==> config.mk <==
export PLATFORM = sky130hd
export DESIGN_NAME = vae_ctrl
export DESIGN_NICKNAME = d
export VERILOG_FILES = /design/src/rtl/vae_pkg.sv /design/src/rtl/vae_ctrl.sv
export SDC_FILE = /design/constraint.sdc
export NUM_CORES = 1
export LEC_CHECK = 0
export BUFFER_PORTS_ARGS = -buffer_cell sky130_fd_sc_hd__buf_2
export CAP_MARGIN = 5
export CORE_ASPECT_RATIO = 1.25
export CORE_MARGIN = 5
export CORE_UTILIZATION = 56
export DETAILED_ROUTE_END_ITERATION = 10
export PLACE_DENSITY = 0.85
export REMOVE_ABC_BUFFERS = 1
export SYNTH_ARGS = -nofsm -noshare
export SYNTH_HDL_FRONTEND = slang
export SYNTH_SLANG_ARGS = --single-unit
==> constraint.sdc <==
create_clock -name clock -period 4.3 [get_ports clock]
set_input_delay 0.43 -clock clock [delete_from_list [all_inputs] [get_ports clock]]
set_output_delay 0.43 -clock clock [all_outputs]
set_load 0.01 [all_outputs]
==> src/rtl/vae_pkg.sv <==
// ----------------------------------------------------------------------------
// Voice allocator package
// Shared widths, codes and the command and status types of the voice allocator.
// ----------------------------------------------------------------------------
`timescale 1ns / 1ps
`default_nettype none

package vae_pkg;

   localparam int OP_W    = 2;
   localparam int CH_W    = 4;
   localparam int NOTE_W  = 7;
   localparam int LEVEL_W = 17;
   localparam int COEF_W  = 16;
   localparam int STAMP_W = 40;
   localparam int STAGE_W = 3;
   localparam int KIND_W  = 2;
   localparam int IDX_W   = 6;
   localparam int CNT_W   = 6;
   localparam int ADDR_W  = 4;
   localparam int DATA_W  = 32;

   localparam logic [LEVEL_W-1:0] FULL_LEVEL = 17'h10000;

   localparam logic [STAGE_W-1:0] ST_IDLE    = 3'd0;
   localparam logic [STAGE_W-1:0] ST_ATTACK  = 3'd1;
   localparam logic [STAGE_W-1:0] ST_DECAY   = 3'd2;
   localparam logic [STAGE_W-1:0] ST_SUSTAIN = 3'd3;
   localparam logic [STAGE_W-1:0] ST_RELEASE = 3'd4;
   localparam logic [STAGE_W-1:0] ST_FADING  = 3'd5;

   localparam logic [OP_W-1:0] OP_NOTE_ON  = 2'd0;
   localparam logic [OP_W-1:0] OP_NOTE_OFF = 2'd1;
   localparam logic [OP_W-1:0] OP_ALL_OFF  = 2'd2;
   localparam logic [OP_W-1:0] OP_TICK     = 2'd3;

   localparam logic [KIND_W-1:0] KIND_ASSIGN  = 2'd0;
   localparam logic [KIND_W-1:0] KIND_LEVEL   = 2'd1;
   localparam logic [KIND_W-1:0] KIND_SILENT  = 2'd2;
   localparam logic [KIND_W-1:0] KIND_REL_ACK = 2'd3;

   localparam logic [1:0] REG_VOICES     = 2'd0;
   localparam logic [1:0] REG_FADE_COEFF = 2'd1;
   localparam logic [1:0] REG_THRESHOLD  = 2'd2;

   typedef struct packed {
      logic             start;
      logic             scan_on;
      logic             scan_rel;
      logic             rd;
      logic             mul;
      logic             wr;
      logic             commit_on;
      logic             emit_ack;
      logic             emit_silent;
      logic             last;
      logic [IDX_W-1:0] pos;
   } cmd_type;

   typedef struct packed {
      logic               out_free;
      logic [IDX_W-1:0]   n_eff;
   } status_type;

   typedef struct packed {
      logic [IDX_W-1:0]   n_eff;
      logic [COEF_W-1:0]  fade_coeff;
      logic [LEVEL_W-1:0] threshold;
   } cfg_type;

endpackage

`default_nettype wire

==> src/rtl/vae_ctrl.sv <==
// ----------------------------------------------------------------------------
// Voice allocator controller
// Sequences voice scans, envelope steps and result transfers.
// ----------------------------------------------------------------------------
`timescale 1ns / 1ps
`default_nettype none

module vae_ctrl #(
   parameter int MAX_VOICES = 32,
   parameter int FADE_SLOTS = 8
) (
   input  wire logic                             clock,
   input  wire logic                             reset,
   input  wire logic                             req_valid,
   input  wire logic [vae_pkg::OP_W-1:0]         req_operation,
   output logic                                  req_stall,
   input  wire logic [MAX_VOICES+FADE_SLOTS-1:0] sounding,
   input  wire vae_pkg::status_type              status,
   output vae_pkg::cmd_type                      cmd
);

   localparam int TOTAL = MAX_VOICES + FADE_SLOTS;
   localparam int PW    = $clog2(TOTAL);

   typedef enum logic [3:0] {
      S_IDLE,
      S_ON_SCAN,
      S_ON_COMMIT,
      S_REL_SCAN,
      S_REL_ACK,
      S_TK_SCAN,
      S_TK_RD,
      S_TK_MUL,
      S_TK_WR,
      S_TK_SILENT
   } state_type;

   state_type         state_ff, state_in;
   logic [PW-1:0]     pos_ff, pos_in;
   logic [TOTAL-1:0]  mask_ff, mask_in;
   logic              emitted_ff, emitted_in;
   logic [TOTAL-1:0]  rest;
   logic              at_last_voice;
   logic              accept;

   assign accept        = req_valid && !req_stall;
   assign req_stall     = (state_ff != S_IDLE);
   assign at_last_voice = (vae_pkg::IDX_W'(pos_ff) + 6'd1) == status.n_eff;
   assign rest          = mask_ff & ~(TOTAL'(1) << pos_ff);

   always_comb begin
      state_in   = state_ff;
      pos_in     = pos_ff;
      mask_in    = mask_ff;
      emitted_in = emitted_ff;
      cmd        = '0;
      cmd.pos    = vae_pkg::IDX_W'(pos_ff);
      case (state_ff)
         S_IDLE: begin
            if (accept) begin
               cmd.start = 1'b1;
               pos_in    = '0;
               case (req_operation)
                  vae_pkg::OP_NOTE_ON: state_in = S_ON_SCAN;
                  vae_pkg::OP_NOTE_OFF, vae_pkg::OP_ALL_OFF: state_in = S_REL_SCAN;
                  default: begin
                     mask_in    = sounding;
                     emitted_in = 1'b0;
                     state_in   = S_TK_SCAN;
                  end
               endcase
            end
         end
         S_ON_SCAN: begin
            cmd.scan_on = 1'b1;
            if (at_last_voice) begin
               state_in = S_ON_COMMIT;
            end else begin
               pos_in = pos_ff + 1'b1;
            end
         end
         S_ON_COMMIT: begin
            if (status.out_free) begin
               cmd.commit_on = 1'b1;
               state_in      = S_IDLE;
            end
         end
         S_REL_SCAN: begin
            cmd.scan_rel = 1'b1;
            if (at_last_voice) begin
               state_in = S_REL_ACK;
            end else begin
               pos_in = pos_ff + 1'b1;
            end
         end
         S_REL_ACK: begin
            if (status.out_free) begin
               cmd.emit_ack = 1'b1;
               state_in     = S_IDLE;
            end
         end
         S_TK_SCAN: begin
            if (mask_ff[pos_ff]) begin
               state_in = S_TK_RD;
            end else if (pos_ff == PW'(TOTAL - 1)) begin
               state_in = emitted_ff ? S_IDLE : S_TK_SILENT;
            end else begin
               pos_in = pos_ff + 1'b1;
            end
         end
         S_TK_RD: begin
            cmd.rd   = 1'b1;
            state_in = S_TK_MUL;
         end
         S_TK_MUL: begin
            cmd.mul  = 1'b1;
            state_in = S_TK_WR;
         end
         S_TK_WR: begin
            if (status.out_free) begin
               cmd.wr     = 1'b1;
               cmd.last   = (rest == '0);
               mask_in    = rest;
               emitted_in = 1'b1;
               if (rest == '0) begin
                  state_in = S_IDLE;
               end else begin
                  pos_in   = pos_ff + 1'b1;
                  state_in = S_TK_SCAN;
               end
            end
         end
         S_TK_SILENT: begin
            if (status.out_free) begin
               cmd.emit_silent = 1'b1;
               state_in        = S_IDLE;
            end
         end
         default: begin
            state_in = S_IDLE;
         end
      endcase
   end

   always_ff @(posedge clock) begin
      if (reset) begin
         state_ff   <= S_IDLE;
         pos_ff     <= '0;
         mask_ff    <= '0;
         emitted_ff <= 1'b0;
      end else begin
         state_ff   <= state_in;
         pos_ff     <= pos_in;
         mask_ff    <= mask_in;
         emitted_ff <= emitted_in;
      end
   end

   a_result_when_free: assert property (@(posedge clock) disable iff (reset)
      (cmd.wr || cmd.commit_on || cmd.emit_ack || cmd.emit_silent) |-> status.out_free)
      else $error("Result issued while the output register is occupied.");

   a_busy_after_accept: assert property (@(posedge clock) disable iff (reset)
      accept |=> req_stall)
      else $error("Controller did not leave idle after an accepted transfer.");

   a_scan_in_range: assert property (@(posedge clock) disable iff (reset)
      (state_ff == S_ON_SCAN || state_ff == S_REL_SCAN) |->
      (vae_pkg::IDX_W'(pos_ff) < status.n_eff))
      else $error("Voice scan ran past the voices in use.");

   a_last_clears_mask: assert property (@(posedge clock) disable iff (reset)
      (cmd.wr && cmd.last) |=> (mask_ff == '0 && state_ff == S_IDLE))
      else $error("Tick ended with entries still pending.");

endmodule

`default_nettype wire
==> flow_metrics.env, run 1 <==
export IMPL_status="finished clean"
export IMPL_drc=0
export IMPL_synth_compound_area_share=0.2756
export IMPL_cts_buffers=5
export IMPL_area_delta_synth_final_pct=11.67
export IMPL_n_antenna_cell=0
export IMPL_hold_viol_final=0
export IMPL_cts_clk_slew_worst_paths_ps=90
export IMPL_row_count=33
export IMPL_grt_setup_unrepaired="false"
export IMPL_critical_path_arrival_ps=3560
export IMPL_met1_usage=0.3505
export IMPL_wl_per_cell_um=18.63
export IMPL_synth_distinct_cells=64
export IMPL_yosysMostFrequentCell="nor2_1"
export IMPL_ys_warn_count=0
export IMPL_syn_area_um2=3700
export IMPL_hold_path_end="mask_ff[32]"
export IMPL_clock_latency_ps=300
export IMPL_min_path_type="input port to register"
export IMPL_antenna_found_initial=0
export IMPL_grt_pass1_vias=3892
export IMPL_grt_most_used_layer="met2"
export IMPL_p_per_area_nw_per_um2=355.0
export IMPL_fin_area_um2=4131
export IMPL_nNetsFinal=604
export IMPL_grt_ovfl_total=0
export IMPL_clock_fmax_ghz=0.2505
export IMPL_die_h_um=100.9
export IMPL_rr_worst_depth=9
export IMPL_coreArea_um2=6482
export IMPL_p_leak_nw=1.531
export IMPL_fin_crit_ps=3991
export IMPL_synth_top_family_by_area="compound AO/OA/AOI/OAI gates"
export IMPL_yosysSeqAreaShare=0.2760
export IMPL_path_class="register to output port"
export IMPL_h_tree_depth=2
export IMPL_gp_congestion=0.9387
export IMPL_r2r_start="pos_ff[1]"
export IMPL_cts_sinks=51
export IMPL_fin_skew_ps=8.932
export IMPL_setup_worst_path_end_class="output port"
export IMPL_yosys_area_top_type="dfxtp_1"
export IMPL_synth_edf_count=0
export IMPL_layout_drive_gt1_share=0.1853
export IMPL_ys_flop_type="dfxtp_1"
export IMPL_place_area_um2=4050
export IMPL_finalSetupViolCount=0
export IMPL_async_flop_share=0
export IMPL_wl_mm=11.77
export IMPL_ff2ff_setup_slack_ps=620
export IMPL_cp_max_fo=12
export IMPL_dpl_hpwl_mm=8.771
export IMPL_min_from="sounding[32]"
export IMPL_met2_usage=0.4981
export IMPL_cap_violations=0
export IMPL_grt_max_degree=44
export IMPL_cts_root_buf="clkbuf_8"
export IMPL_syn_inst=502
export IMPL_holdBufCountCts=0
export IMPL_synth_mux_area_frac=0.06933
export IMPL_total_power_mw=1.467
export IMPL_globalRouteTotalUtil=0.2875
export IMPL_clockBufferDepth=2
export IMPL_ios=69
export IMPL_required_ps=3870
export IMPL_worstReg2RegEnd="pos_ff[2]"
export IMPL_vias=4031
export IMPL_slew_violations=0
export IMPL_finalSetupTns_ps=0
export IMPL_whs_path_depth=3
export IMPL_yosysTopAreaCellShare=0.2760
export IMPL_drt_pass1_iterations=5
export IMPL_postSynthRegisterBits=51
export IMPL_numPortBuffers=68
export IMPL_grt_pass1_wl_mm=18.75
export IMPL_dieArea_um2=8342
export IMPL_use_met3=0.04204
export IMPL_drtIter0Drc=277
export IMPL_initial_core_util=0.5707
export IMPL_synth_area_top_cells="dfxtp_1 (28%), nor2_1 (6.1%), o21ai_0 (6.0%), mux2i_1 (5.4%), nand2_1 (5.4%)"
export IMPL_cts_setup_buffers=0
export IMPL_ir_drop_mv=0.2303
export IMPL_syn_avg_cell_area_um2=7.370
export IMPL_synth_fa_ha_area_frac=0.02705
export IMPL_critical_path_startpoint_type="register"
export IMPL_routed_via_density=6.378
export IMPL_post_route_period_util=0.9282
export IMPL_maxSlewHeadroom=0.3795
export IMPL_tightest_slew_ps=930.7
export IMPL_synth_simple_area_share=0.2732
export IMPL_die_w_um=82.70
export IMPL_postRouteAntennaNets=0
export IMPL_cts_tree="built"
export IMPL_synthTopCellsByCount="nor2_1 (60), nand2_1 (53), dfxtp_1 (51)"
export IMPL_synth_xor_area_frac=0.01657
export IMPL_cts_resized=0
## logic make-up (layout without fill, tap and decap cells)
logic type | after synthesis | in the layout
buf+inv | 54 | 97
simple gates | 203 | 203
flops | 51 | 51
xor+xnor | 7 | 7
compound gates | 156 | 156
mux | 23 | 23
fa+ha+maj | 8 | 8
## how the worst max path moves through the flow
stage          startpoint  slack, ps  cells after the start   endpoint
2_1_floorplan   pos_ff[0]        440                      8     cmd[6]
3_3_place_gp    pos_ff[0]        770                      9     cmd[6]
3_5_place_dp    pos_ff[0]        680                      9  pos_ff[2]
4_1_cts         pos_ff[0]        340                      9     cmd[6]
5_1_grt         pos_ff[0]        160                      9     cmd[6]
6_report        pos_ff[1]        310                      9     cmd[6]
## cells in the final DEF, fill, tap and decap left out, types with 8 or more instances in the layout
cell type,instances
buf_2,68
nor2_1,59
nand2_1,53
dfxtp_1,51
o21ai_0,44
a21oi_1,28
a22oi_1,23
nor3_1,21
mux2i_1,20
a211oi_1,16
inv_1,11
nand3_1,11
buf_4,10
ha_1,8
## metal layers
metal  vias up  routed length [µm]
li1       1929                   -
met1      1896                4665
met2       171                5970
met3        35                 772
met4         0                 364
met5         -                   0
## sequential cells by signal, indices dropped and copies added (netlist names)
signal	flops
pos_ff	6
emitted_ff	1
state_ff	4
mask_ff	40
## power by group
part	switching, mW	total, mW	leakage [nW]	internal, mW
clock network	0.159	0.274	0.0422	0.115
registers	0.0769	0.597	0.414	0.520
logic	0.350	0.596	1.08	0.246
total	0.586	1.47	1.53	0.881
## worst max-delay path, cell delays in order (launching register included)
cell and delay [ps]:
dfxtp_1 640, ha_1 340, ha_1 310, or4b_4 500
a21oi_2 140, o2111ai_1 130, or4_4 550, or3_4 410
nor2_1 100, buf_2 140
## metrics by stage
stage	worst slack [ps]	std cells	hold slack, ps	utilization
2_1_floorplan	438.2	459	454.8	-
3_3_place_gp	766.0	624	489.5	0.6248
3_5_place_dp	681.2	624	486.2	0.6248
4_1_cts	339.3	632	361.6	0.6373
5_1_grt	163.1	632	357.0	0.6373
6_report	308.6	632	364.4	0.6373
## area by class of cell
| type | instances | area, µm² |
|---|---|---|
| multi-input cells | 397 | 2464 |
| fillers | 637 | 2351 |
| repair buffers | 78 | 415.4 |
| clock inverters | 1 | 5.005 |
| clock buffers | 7 | 76.32 |
| flip-flops and latches | 51 | 1021 |
| well taps | 87 | 108.9 |
| inverters | 11 | 41.29 |
No activity file was read; power rests on OpenSTA's default activity.
==> inputs of run 2 (changes only) <==
CORE_UTILIZATION = 51   (was 56)
PLACE_DENSITY = 0.82   (was 0.85)
clock period = 3.55 ns   (was 4.3 ns; I/O delays follow)
==> run 2 against run 1 <==
  * Flip-flop and latch count unchanged
  * Setup slack got worse by 240 ps
  * Clock skew increased by 4.5 ps
  * First-iteration DRC count increased by 54%
==> flow_metrics.env, run 2 (same netlist as run 1, synthesis figures left out) <==
export IMPL_setup_worst_path_end_class="output port"
export IMPL_cap_violations=0
export IMPL_finalSetupViolCount=0
export IMPL_p_per_area_nw_per_um2=426.7
export IMPL_cts_tree="built"
export IMPL_drt_pass1_iterations=5
export IMPL_coreArea_um2=7019
export IMPL_final_common_cell="buf_2"
export IMPL_top_regs="mask_ff x40, pos_ff x6, state_ff x4"
export IMPL_initial_core_util=0.5271
export IMPL_min_path_type="input port to register"
export IMPL_vias=4151
export IMPL_ios=69
export IMPL_nNetsFinal=618
export IMPL_antenna_found_initial=0
export IMPL_routed_via_density=6.396
export IMPL_cp_max_fo=11
export IMPL_met1_length_mm=4.805
export IMPL_cts_buffers=5
export IMPL_hold_worst_slack_ps=282.2
export IMPL_route_met3_wl_um=848
export IMPL_h_tree_depth=2
export IMPL_drc=0
export IMPL_utilization=0.6107
export IMPL_drtIter0Drc=426
export IMPL_hold_viol_final=0
export IMPL_area_delta_synth_final_pct=15.86
export IMPL_critical_path_startpoint_type="register"
export IMPL_grt_max_degree=52
export IMPL_top_register="mask_ff"
export IMPL_dpl_hpwl_mm=8.718
export IMPL_cts_root_buf="clkbuf_8"
export IMPL_maxSlewHeadroom=0.3758
export IMPL_tightest_slew_ps=936.4
export IMPL_dieArea_um2=9068
export IMPL_largest_reg_flops=40
export IMPL_fin_crit_ps=3481
export IMPL_clock_fmax_ghz=0.2873
export IMPL_critical_path_arrival_ps=3130
export IMPL_fin_skew_ps=13.46
export IMPL_gp_congestion=0.9832
export IMPL_clock_latency_ps=300
export IMPL_die_w_um=86.18
export IMPL_wl_met2_mm=5.872
export IMPL_cts_clk_slew_worst_paths_ps=90
export IMPL_wl_per_cell_um=18.32
export IMPL_row_count=34
export IMPL_required_ps=3190
export IMPL_multi_input_area_um2=2505
export IMPL_path_class="register to output port"
export IMPL_wl_mm=11.89
export IMPL_status="finished clean"
export IMPL_nFillCells=676
export IMPL_cts_sinks=51
export IMPL_post_route_period_util=0.9805
export IMPL_layout_drive_gt1_share=0.2200
export IMPL_area_sequential_um2=1022
export IMPL_postRouteAntennaNets=0
export IMPL_clockBufferDepth=2
export IMPL_grt_pass1_wl_mm=19.13
export IMPL_grt_ovfl_total=0
export IMPL_ir_drop_mv=0.3134
export IMPL_p_leak_nw=1.602
export IMPL_layout_common_cells="buf_2 (68), nor2_1 (59), nand2_1 (53)"
export IMPL_grt_pass1_vias=3976
export IMPL_die_h_um=105.2
export IMPL_numPortBuffers=68
export IMPL_slew_violations=0
export IMPL_globalRouteTotalUtil=0.2577
export IMPL_n_antenna_cell=0
export IMPL_topRoutingLayerUsed="met4"
run 2: final timing paths:
check                                   end  cells after the start  slack [ps]    startpoint
worst max-delay path                 cmd[6]                     10          70     pos_ff[1]
worst min-delay path            mask_ff[36]                      3         280  sounding[36]
worst max register to register    pos_ff[2]                     10         300     pos_ff[1]
worst min register to register  mask_ff[39]                      2         500   mask_ff[39]
run 2: metrics by stage:
step | instance area (µm²) | cells | setup TNS (ps) | power (mW) | setup WS (ps)
global route | 4287 | 649 | -61.39 | 1.938 | -61.39
detailed placement | 4136 | 638 | 0 | 1.482 | 301.9
floorplan | 3511 | 459 | -3267 | 1.210 | -267.1
finish | 4287 | 649 | 0 | 1.829 | 69.19
global placement | 4136 | 638 | 0 | 1.462 | 431.5
CTS | 4220 | 646 | 0 | 1.814 | 0.8344
run 2: per-layer routing:
layer | GRT usage | vias up
met5 | 0 | -
li1 | - | 1949
met3 | 0.03825 | 37
met2 | 0.4305 | 212
met1 | 0.3303 | 1953
met4 | 0.1036 | 0
run 2: final cells by class:
type | count | share of cell area
clock buffer | 7 | 0.01781
clock inverter | 1 | 0.001168
inverter | 11 | 0.009632
multi-input combinational | 397 | 0.5844
sequential | 51 | 0.2385
tap | 90 | 0.02627
timing repair buffer | 92 | 0.1223
run 2: critical path: stages (launching register included):
cell,delay (ps)
dfxtp_1,380
buf_4,220
ha_1,180
buf_4,150
nand3b_1,260
o21ai_2,290
nand4_1,130
or4_4,580
or3_4,410
nor2_1,90
buf_2,130
run 2: what timing repair did:
action | CTS | global route
pin swaps | 0 | 3
endpoints found under the setup margin | 1 | 1
buffers inserted | 0 | 3
resized for setup | 1 | 15
hold buffers | 0 | 0
run 2: power by group:
group	switching, mW	total [mW]	internal, mW
Combinational	0.446	0.780	0.334
Sequential	0.0869	0.717	0.630
Clock	0.193	0.332	0.139
Total	0.726	1.83	1.10
