### src/rtl/vae_pkg.sv
// ----------------------------------------------------------------------------
// Voice allocator package
// Shared widths, codes and the command and status types of the voice allocator.
// ----------------------------------------------------------------------------
`timescale 1ns / 1ps
`default_nettype none

package vae_pkg;

   localparam int OP_W    = 2;
   localparam int CH_W    = 4;
   localparam int NOTE_W  = 7;
   localparam int LEVEL_W = 17;
   localparam int COEF_W  = 16;
   localparam int STAMP_W = 40;
   localparam int STAGE_W = 3;
   localparam int KIND_W  = 2;
   localparam int IDX_W   = 6;
   localparam int CNT_W   = 6;
   localparam int ADDR_W  = 4;
   localparam int DATA_W  = 32;

   localparam logic [LEVEL_W-1:0] FULL_LEVEL = 17'h10000;

   localparam logic [STAGE_W-1:0] ST_IDLE    = 3'd0;
   localparam logic [STAGE_W-1:0] ST_ATTACK  = 3'd1;
   localparam logic [STAGE_W-1:0] ST_DECAY   = 3'd2;
   localparam logic [STAGE_W-1:0] ST_SUSTAIN = 3'd3;
   localparam logic [STAGE_W-1:0] ST_RELEASE = 3'd4;
   localparam logic [STAGE_W-1:0] ST_FADING  = 3'd5;

   localparam logic [OP_W-1:0] OP_NOTE_ON  = 2'd0;
   localparam logic [OP_W-1:0] OP_NOTE_OFF = 2'd1;
   localparam logic [OP_W-1:0] OP_ALL_OFF  = 2'd2;
   localparam logic [OP_W-1:0] OP_TICK     = 2'd3;

   localparam logic [KIND_W-1:0] KIND_ASSIGN  = 2'd0;
   localparam logic [KIND_W-1:0] KIND_LEVEL   = 2'd1;
   localparam logic [KIND_W-1:0] KIND_SILENT  = 2'd2;
   localparam logic [KIND_W-1:0] KIND_REL_ACK = 2'd3;

   localparam logic [1:0] REG_VOICES     = 2'd0;
   localparam logic [1:0] REG_FADE_COEFF = 2'd1;
   localparam logic [1:0] REG_THRESHOLD  = 2'd2;

   typedef struct packed {
      logic             start;
      logic             scan_on;
      logic             scan_rel;
      logic             rd;
      logic             mul;
      logic             wr;
      logic             commit_on;
      logic             emit_ack;
      logic             emit_silent;
      logic             last;
      logic [IDX_W-1:0] pos;
   } cmd_type;

   typedef struct packed {
      logic               out_free;
      logic [IDX_W-1:0]   n_eff;
   } status_type;

   typedef struct packed {
      logic [IDX_W-1:0]   n_eff;
      logic [COEF_W-1:0]  fade_coeff;
      logic [LEVEL_W-1:0] threshold;
   } cfg_type;

endpackage

`default_nettype wire

### src/rtl/vae_csr.sv
// ----------------------------------------------------------------------------
// Voice allocator register file
// APB-style configuration registers and the clamped polyphony value.
// ----------------------------------------------------------------------------
`timescale 1ns / 1ps
`default_nettype none

module vae_csr #(
   parameter int MAX_VOICES = 32
) (
   input  wire logic                        clock,
   input  wire logic                        reset,
   input  wire logic                        csr_psel,
   input  wire logic                        csr_penable,
   input  wire logic                        csr_pwrite,
   input  wire logic [vae_pkg::ADDR_W-1:0]  csr_paddr,
   input  wire logic [vae_pkg::DATA_W-1:0]  csr_pwdata,
   output logic      [vae_pkg::DATA_W-1:0]  csr_prdata,
   output logic                             csr_pready,
   output vae_pkg::cfg_type                 cfg
);

   logic [vae_pkg::IDX_W-1:0]   voices_ff, voices_in;
   logic [vae_pkg::COEF_W-1:0]  fade_coeff_ff, fade_coeff_in;
   logic [vae_pkg::LEVEL_W-1:0] threshold_ff, threshold_in;
   logic                        wr_en;
   logic [1:0]                  reg_sel;

   assign wr_en      = csr_psel && csr_penable && csr_pwrite;
   assign reg_sel    = csr_paddr[3:2];
   assign csr_pready = 1'b1;

   always_comb begin
      voices_in     = voices_ff;
      fade_coeff_in = fade_coeff_ff;
      threshold_in  = threshold_ff;
      if (wr_en) begin
         case (reg_sel)
            vae_pkg::REG_VOICES: begin
               voices_in = csr_pwdata[vae_pkg::IDX_W-1:0];
            end
            vae_pkg::REG_FADE_COEFF: begin
               fade_coeff_in = csr_pwdata[vae_pkg::COEF_W-1:0];
            end
            vae_pkg::REG_THRESHOLD: begin
               threshold_in = csr_pwdata[vae_pkg::LEVEL_W-1:0];
            end
            default: begin
            end
         endcase
      end
   end

   always_ff @(posedge clock) begin
      if (reset) begin
         voices_ff     <= 6'd16;
         fade_coeff_ff <= 16'd63847;
         threshold_ff  <= 17'd66;
      end else begin
         voices_ff     <= voices_in;
         fade_coeff_ff <= fade_coeff_in;
         threshold_ff  <= threshold_in;
      end
   end

   always_comb begin
      case (reg_sel)
         vae_pkg::REG_VOICES:     csr_prdata = 32'(voices_ff);
         vae_pkg::REG_FADE_COEFF: csr_prdata = 32'(fade_coeff_ff);
         vae_pkg::REG_THRESHOLD:  csr_prdata = 32'(threshold_ff);
         default:                 csr_prdata = '0;
      endcase
   end

   always_comb begin
      if (voices_ff == '0) begin
         cfg.n_eff = 6'd1;
      end else if (voices_ff > 6'(MAX_VOICES)) begin
         cfg.n_eff = 6'(MAX_VOICES);
      end else begin
         cfg.n_eff = voices_ff;
      end
      cfg.fade_coeff = fade_coeff_ff;
      cfg.threshold  = threshold_ff;
   end

endmodule

`default_nettype wire

### config.mk
export PLATFORM = sky130hd
export DESIGN_NAME = vae_csr
export DESIGN_NICKNAME = d
export VERILOG_FILES = /design/src/rtl/vae_pkg.sv /design/src/rtl/vae_csr.sv
export SDC_FILE = /design/constraint.sdc
export NUM_CORES = 1
export LEC_CHECK = 0
export BUFFER_PORTS_ARGS = -buffer_cell sky130_fd_sc_hd__buf_4
export CAP_MARGIN = 5
export CELL_PAD_IN_SITES_DETAIL_PLACEMENT = 0
export CELL_PAD_IN_SITES_GLOBAL_PLACEMENT = 1
export CORE_MARGIN = 2
export CORE_UTILIZATION = 32
export CTS_CLUSTER_SIZE = 28
export DETAILED_ROUTE_END_ITERATION = 12
export PLACE_DENSITY_LB_ADDON = 0.1
export SLEW_MARGIN = 25
export SYNTH_ARGS = -nofsm -noshare
export SYNTH_HDL_FRONTEND = slang
export SYNTH_SLANG_ARGS = --single-unit
### constraint.sdc
create_clock -name clock -period 1.2 [get_ports clock]
set_input_delay 0 -clock clock [delete_from_list [all_inputs] [get_ports clock]]
set_output_delay 0 -clock clock [all_outputs]
set_load 0.02 [all_outputs]
==> results of run 1 <==
[power breakdown]
group / switching, mW / total (mW) / internal, mW
Combinational: 0.259 / 0.505 / 0.246
Sequential: 0.0150 / 1.32 / 1.31
Clock: 0.446 / 0.970 / 0.525
Total: 0.719 / 2.80 / 2.08
[cell type report]
class / instances / area (um^2)
multi-input combinational: 167 / 1160
sequential: 39 / 791
clock buffer: 8 / 100
fill: 638 / 3260
tap: 77 / 96.3
timing repair buffer: 112 / 906
[critical path, stage by stage (launching register included)]
cell                      delay (ps)
sky130_fd_sc_hd__dfxtp_4         360
sky130_fd_sc_hd__nor4_4          260
sky130_fd_sc_hd__nor2_1           60
sky130_fd_sc_hd__nor2_1           90
sky130_fd_sc_hd__buf_4           150
[per-layer routing]
layer,vias to the layer above,global-route usage (%),part of all wire (%)
met1,819,18.6,45
met2,67,23.2,45
met3,7,5.80,8.5
met4,0,4.76,1.2
met5,-,0,0
li1,914,-,-
[cell usage in the layout, fill, tap and decap left out, types with 3 or more instances in the layout]
master	instances
sky130_fd_sc_hd__a22o_1	10
sky130_fd_sc_hd__buf_4	94
sky130_fd_sc_hd__clkbuf_8	7
sky130_fd_sc_hd__conb_1	16
sky130_fd_sc_hd__dfxtp_1	35
sky130_fd_sc_hd__dlygate4sd3_1	16
sky130_fd_sc_hd__mux2i_1	45
sky130_fd_sc_hd__nand2_1	6
sky130_fd_sc_hd__nand2b_1	41
sky130_fd_sc_hd__nor2_1	28
sky130_fd_sc_hd__nor2b_1	5
sky130_fd_sc_hd__o21ai_0	3
sky130_fd_sc_hd__o21ai_1	3
[state kept, by name, summed over array words and instances (netlist names)]
name	count
fade_coeff_ff	16
threshold_ff	17
voices_ff	6
[what timing repair did]
item,in CTS,in global routing
hold endpoints to repair,28,0
setup endpoints to repair,1,5
pin swaps,1,1
hold buffers,16,0
resized for setup,4,7
buffers inserted,0,1
[metrics by stage]
stage | TNS [ps] | std cells | setup slack (ps)
2_1_floorplan | 0 | 238 | 173
3_3_place_gp | 0 | 378 | 137
3_5_place_dp | 0 | 378 | 64.5
4_1_cts | -8.27 | 402 | -8.27
5_1_grt | -68.3 | 403 | -68.3
6_report | -4.63 | 403 | -4.63
[worst max path at each step]
stage / endpoint / cells after the start / slack [ps]
finish: cfg[33] / 4 / -5
global route: cfg[33] / 4 / -70
CTS: cfg[33] / 4 / -8
detailed placement: fade_coeff_ff[3] / 4 / 60
global placement: fade_coeff_ff[3] / 4 / 140
floorplan: csr_prdata[0] / 2 / 170
[cell families (layout without fill, tap and decap cells)]
kind of cell | count (synthesis) | count (layout)
simple gates | 90 | 90
mux | 45 | 45
flops | 39 | 39
buf+inv | 32 | 120
compound gates | 16 | 16
other cells | 2 | 16
==> flow_results.org, run 1 <==
** Run status
- Status :: complete, but fails checks
- The final reports fail on negative setup slack.

** Timing
- Hold timing on the final database bottoms out at a slack of 48.4 ps.
- Max-slew violation count :: 0
- Final Setup Violations :: 1
- Setup repair after global routing could not meet its margin everywhere.
- Dividing the final minimum period by the clock period gives 100%.
- Worst-case clock skew :: 0 ps
- The worst path in the final design needs a cycle of 1200 ps, including I/O delays and setup.
- Across all setup checks in the final design, the least slack found is -4.63 ps.
- Timing would allow up to 830 MHz.
- The final-report hold violation count was 0.

** Finish
- Area growth, synth to finish :: 46.9%
- For this run, the share of the core covered by cells in the final layout is 48.4%.
- At the end of the flow, the number of nets in the layout was 366.
- Layout cell share with drive strength beyond 1 :: 34.4%
- 0 antenna diodes ended up in the layout.
- Fin area :: 0.00306 mm^2

** Setup path
- Worst EP arrival :: 1200 ps
- The worst register-to-register path has a depth of 3.
- STA classifies the critical path endpoint as an output pin.
- In this run the critical register-to-register path is launched from voices_ff[5].
- The worst setup path is launched from a register.
- Worst reg-to-reg setup slack :: 470 ps
- In this run the worst setup path begins at voices_ff[1].
- Largest fanout on the critical path :: 3
- Worst Path Class, Setup :: register to output pin
- For the worst setup path, the data required time is 1200 ps.
- The worst register-to-register path ends at voices_ff[5].

** Global routing
- Remaining global-route overflow :: 0
- The first global-routing pass estimated 8290 um of wire.
- The initial antenna violation count is 0.
- Global routing used 14.8% of the available tracks across all layers.
- Entering global routing, the biggest net connects 31 pins.
- Via count of the first global-routing pass :: 1,677

** Placed design
- The placed instances occupy a cell area of 0.00276 mm^2.
- After legalization and detailed placement, the total HPWL measured 3920 um.
- Number of input and output port buffers inserted :: 79
- Routability-driven placement finished with a final weighted congestion of 0.689.

** Detailed routing
- Drt wl/cell :: 12.9 um
- Once detail routing completed, the nets flagged for antenna violations numbered 0.
- After the first detailed-routing iteration, the DRC count stood at 70.
- Summed over all layers, the routed wires come to 5200 um.
- The first detailed-routing pass took 4 iterations.
- The routed layout has 1,807 vias.
- Vias/cell :: 4.48
- Post-detailed-route DRC marker count :: 0

** Floorplanning
- Die height :: 84.6 um
- The floorplan has 29 rows.
- Die Footprint :: 0.00716 mm^2
- Initial core utilization :: 33.0%
- Pin placement for this block handled 113 I/O pins.
- Std-Cell Core Area :: 0.00631 mm^2
- Die span in x :: 84.6 um

** Yosys
- For this run, the register share of the synthesized area comes to 37.5%.
- Fraction of the mapped netlist area in simple logic gates :: 25.0%
- Synthesis instantiated 22 different standard cells from the library.
- Dominant combinational cell family by area after synthesis :: simple AND/OR/NAND/NOR gates
- Averaged over all synthesized cells, the footprint is 9.29 um^2.
- The synthesized netlist devotes 0% of its cell area to adder and majority cells.
- Cell count after synthesis :: 224
- Parity-gate share of the synthesized area counting xor and xnor cells :: 0%
- Most repeated cell in the gate-level netlist after synthesis :: sky130_fd_sc_hd__mux2i_1
- Summing the areas of all compound-gate instances in the mapped netlist gives 5.65% of the synthesized area.
- Mux contribution to synthesized area :: 21.6%
- During synthesis, Yosys emitted a total of 0 warnings.
- After synthesis, the cell types taking the most area are sky130_fd_sc_hd__dfxtp_1 (38%), sky130_fd_sc_hd__mux2i_1 (22%), sky130_fd_sc_hd__nand2b_1 (12%).
- Commonest cells in the synthesized netlist :: sky130_fd_sc_hd__mux2i_1 (45), sky130_fd_sc_hd__nand2b_1 (41), sky130_fd_sc_hd__dfxtp_1 (39), sky130_fd_sc_hd__nor2_1 (28), sky130_fd_sc_hd__buf_4 (17)
- EDFF count, synth :: 0
- Library cell with the largest summed area after synthesis :: sky130_fd_sc_hd__dfxtp_1
- In this run the cell area of the synthesized design comes to 0.00208 mm^2.
- Ys async rst share :: 0%
- Yosys top cell area share :: 37.5%
- Synthesized flop and latch total :: 39
- Ys flop type :: sky130_fd_sc_hd__dfxtp_1

** Clocking
- Worst skew pair latency :: 290 ps
- For this design, the sink count on the clock tree is 39.
- Maximum buffer depth of the clock tree :: 2
- CTS Buf Count :: 5
- Root cell of the clock tree :: sky130_fd_sc_hd__clkbuf_8
- CTS H-Tree Depth :: 2
- After clock tree synthesis, the clock-pin slew on the worst setup and hold paths is 70 ps.
- TritonCTS built the clock tree.

** Power
- Power consumption :: 2.80 mW
- Leakage power :: 1.38 nW
- Maximum vdd drop :: 0.390 mV
- Power spread over the standard cell area amounts to 915 mW/mm^2.

** Min path
- In this run the worst hold path is classified as input port to register.
- Hold path depth :: 3
- Endpoint of the worst hold-timing path :: voices_ff[3]
- Startpoint of the worst hold path :: csr_pwdata[3]

** Job
- Total of max-cap violations :: 0
Note: power is estimated with default switching activity, not from simulation.
==> run 2: changes to the inputs <==
--- a/config.mk
+++ b/config.mk
@@ -6,14 +6,14 @@
 export NUM_CORES = 1
 export LEC_CHECK = 0
 export BUFFER_PORTS_ARGS = -buffer_cell sky130_fd_sc_hd__buf_4
-export CAP_MARGIN = 5
+export CAP_MARGIN = 0
 export CELL_PAD_IN_SITES_DETAIL_PLACEMENT = 0
 export CELL_PAD_IN_SITES_GLOBAL_PLACEMENT = 1
 export CORE_MARGIN = 2
 export CORE_UTILIZATION = 32
 export CTS_CLUSTER_SIZE = 28
 export DETAILED_ROUTE_END_ITERATION = 12
-export PLACE_DENSITY_LB_ADDON = 0.1
+export PLACE_DENSITY = 0.85
 export SLEW_MARGIN = 25
 export SYNTH_ARGS = -nofsm -noshare
 export SYNTH_HDL_FRONTEND = slang
==> run 2 against run 1 <==
  * The run now ends clean
  * Worst setup slack better by 21 ps
  * Non-clock buffer count down 6
  * Clock skew unchanged
  * Global-route usage down 0.97 points
  * Critical endpoint unchanged
  * Largest power group unchanged
==> flow_results.org, run 2 (synthesis gave the netlist of run 1 again) <==
** Run status
- Status :: complete, no violations

** Placed design
- The cell area after placement is 0.00273 mm^2 (-1.1%).
- Number of input and output port buffers inserted :: 79 (unchanged)
- The routability congestion estimate came to 0.702 (+1.9%).
- The cell count after placement is 374 (-1.1%).
- Detailed Place HPWL :: 3710 um (-5.3%)

** Floorplanning
- Number of primary I/O pins :: 113 (unchanged)
- The starting utilization of the core area is 33.0% (unchanged).
- The total number of placement rows was 29 (unchanged).
- Die Footprint :: 0.00716 mm^2 (unchanged)
- The placeable core area was 0.00631 mm^2 (unchanged).
- The horizontal die dimension is 84.6 um (unchanged).
- Die height :: 84.6 um (unchanged)

** Global routing
- The first-pass GRT wire length was 8070 um (-2.7%).
- The total congestion overflow is 0 (unchanged).
- The global-route total usage across every layer was 13.8% (-0.97 points).
- The initial antenna violation count was 0 (unchanged).
- Maximum number of pins on one net before global-route repair :: 38 (+23%)
- The via count of the first global-routing pass came to 1,678 (+0.060%).

** Finish
- The post-route cell area was 0.00297 mm^2 (-2.7%).
- Layout cell share with drive strength beyond 1 :: 32.5% (-1.9 points)
- Reg with most FFs :: threshold_ff
- Finished Core Util :: 47.1% (-1.3 points)
- From synthesis to final layout, the design area changed by 42.9%.
- The number of flip-flops in the largest register is 17 (unchanged).
- Leaving out fill and tap cells, the most frequent cell in the layout is sky130_fd_sc_hd__buf_4.
- In the layout the commonest cells are sky130_fd_sc_hd__buf_4 (89), sky130_fd_sc_hd__mux2i_1 (45), sky130_fd_sc_hd__nand2b_1 (41), sky130_fd_sc_hd__dfxtp_1 (37), sky130_fd_sc_hd__nor2_1 (28).
- Final #Nets :: 360 (-1.6%)
- The largest registers in the layout are threshold_ff: 17 flops, fade_coeff_ff: 16 flops, voices_ff: 6 flops.
- Diodes inserted :: 0 (unchanged)
- Post-layout instance count excluding filler cells :: 397 (-1.5%)
- The number of filler instances in the final layout is 643 (+0.78%).
- The combined flip-flop and latch cell area was 783 um^2 (-0.95%).
- Multi-input gate area :: 0.00115 mm^2 (-0.75%)

** Setup path
- The top fanout value on the critical path came to 4 (+1).
- The endpoint identified for the worst register-to-register timing path is voices_ff[5].
- The worst endpoint data arrival time is 1180 ps (-20 ps).
- The setup slack on the worst flop-to-flop path came to 480 ps (about the same).
- Required time at the worst-slack endpoint :: 1200 ps (about the same)
- Cells on worst reg2reg path :: 3 (unchanged)
- Worst Path Class, Setup :: register to output pin
- The worst register-to-register path begins at voices_ff[5].
- Kind of launch point of the worst setup path :: register
- Element type at the critical path end :: output pin

** Detailed routing
- The total via count after detailed routing is 1,798 (-0.50%).
- The total routed wirelength was 4980 um (-4.3%).
- The count of unresolved DRC violations after routing was 0 (unchanged).
- Drt wl/cell :: 12.5 um (-2.9%)
- Vias/cell :: 4.53 (+1.0%)
- The antenna violation net count after detailed routing came to 0 (unchanged).
- Initial DRC Count :: 45 (-36%)
- The detailed-router iteration count before antenna repair is 4 (unchanged).

** Clocking
- Total setup buffers inserted after CTS :: 0 (unchanged)
- Count of clock tree sinks :: 39 (unchanged)
- Maximum buffer depth of the clock tree :: 2 (unchanged)
- The post-CTS clock slew at the launch and capture registers of the worst setup and hold paths came to 80 ps (about the same).
- Worst skew pair latency :: 280 ps (about the same)
- The total clock buffers created by CTS was 5 (unchanged).
- The tree is rooted in a sky130_fd_sc_hd__clkbuf_8.
- TritonCTS built the clock tree.
- CTS H-Tree Depth :: 2 (unchanged)

** Min path
- Hold WC Path Type :: input port to register
- The worst hold path terminates at fade_coeff_ff[7].
- The cell count of the worst hold path was 3 (unchanged).
- The startpoint identified for the worst hold timing path is csr_pwdata[7].

** Power
- Leakage power :: 1.34 nW (-3.0%)
- The maximum ir drop on the vdd rail is 0.462 mV (+19%).
- The total power divided by cell area is 894 mW/mm^2 (-2.3%).

** Timing
- The setup clock skew after layout was 0 ps (unchanged).
- Maximum clock frequency :: 845 MHz (+1.8%)
- The number of setup violations in the final report came to 0 (-1).
- The final critical delay including setup and external delays came to 1180 ps (-21.5 ps).
- Setup repair after global routing could not meet its margin everywhere.
- The post-route clock period utilization was 98.6% (-1.8 points).
- The count of final max-slew check failures was 0 (unchanged).
- Worst hold slack across all endpoints :: 15.7 ps (-32.8 ps)
- The final-report hold violation count is 0 (unchanged).

** Job
- The number of maximum-capacitance constraint violations is 0 (unchanged).
-- run 2: layout make-up --
cell class,count,area share (%)
sequential,39,26.3
clock buffer,7,2.57
timing repair buffer,106,28.9
multi-input combinational,167,38.8
clock inverter,1,0.168
tap,77,3.24
-- run 2: report_power, final --
| group | internal [mW] | switching, mW | leakage (nW) |
|---|---|---|---|
| clock | 0.408 | 0.438 | 0.0422 |
| combinational | 0.235 | 0.255 | 0.986 |
| sequential | 1.31 | 0.0145 | 0.315 |
-- run 2: per-layer routing --
layer,routed length [um],part of all wire (%),global-route usage [%]
met3,306,6.1,4.23
met1,2250,45,18.1
met4,42,0.84,3.03
met5,0,0,0
met2,2380,48,22.3
-- run 2: how the worst max path moves through the flow --
stage / startpoint / endpoint / slack, ps / cells after the start
final: voices_ff[1] / cfg[33] / 20 / 4
after global routing: voices_ff[1] / cfg[33] / -70 / 4
after CTS: voices_ff[4] / cfg[33] / -10 / 4
after detailed placement: csr_paddr[2] / fade_coeff_ff[3] / 130 / 4
after global placement: csr_paddr[2] / fade_coeff_ff[4] / 180 / 4
after floorplan: threshold_ff[0] / csr_prdata[0] / 170 / 2
-- run 2: through the flow --
| stage | setup TNS (ps) | worst slack, ps | total power, mW |
|---|---|---|---|
| after global routing | -72.0 | -72.0 | 2.80 |
| after floorplan | 0 | 173 | 1.66 |
| after CTS | -9.66 | -9.66 | 2.70 |
| after global placement | 0 | 184 | 1.80 |
| after detailed placement | 0 | 127 | 1.81 |
| final | 0 | 16.8 | 2.66 |
-- run 2: worst max-delay path, cell delays in order (launching register included) --
cell and delay, ps:
sky130_fd_sc_hd__dfxtp_2 340, sky130_fd_sc_hd__nor4_2 250, sky130_fd_sc_hd__nor2_1 60, sky130_fd_sc_hd__nor2_1 90, sky130_fd_sc_hd__buf_4 150
-- run 2: repair_timing --
item                                    CTS  global route
pin swaps                                 1             1
resized for setup                         2             1
gates cloned                              0             0
hold buffers                             15             0
endpoints found under the hold margin    24             0
endpoints found under the setup margin    1             1
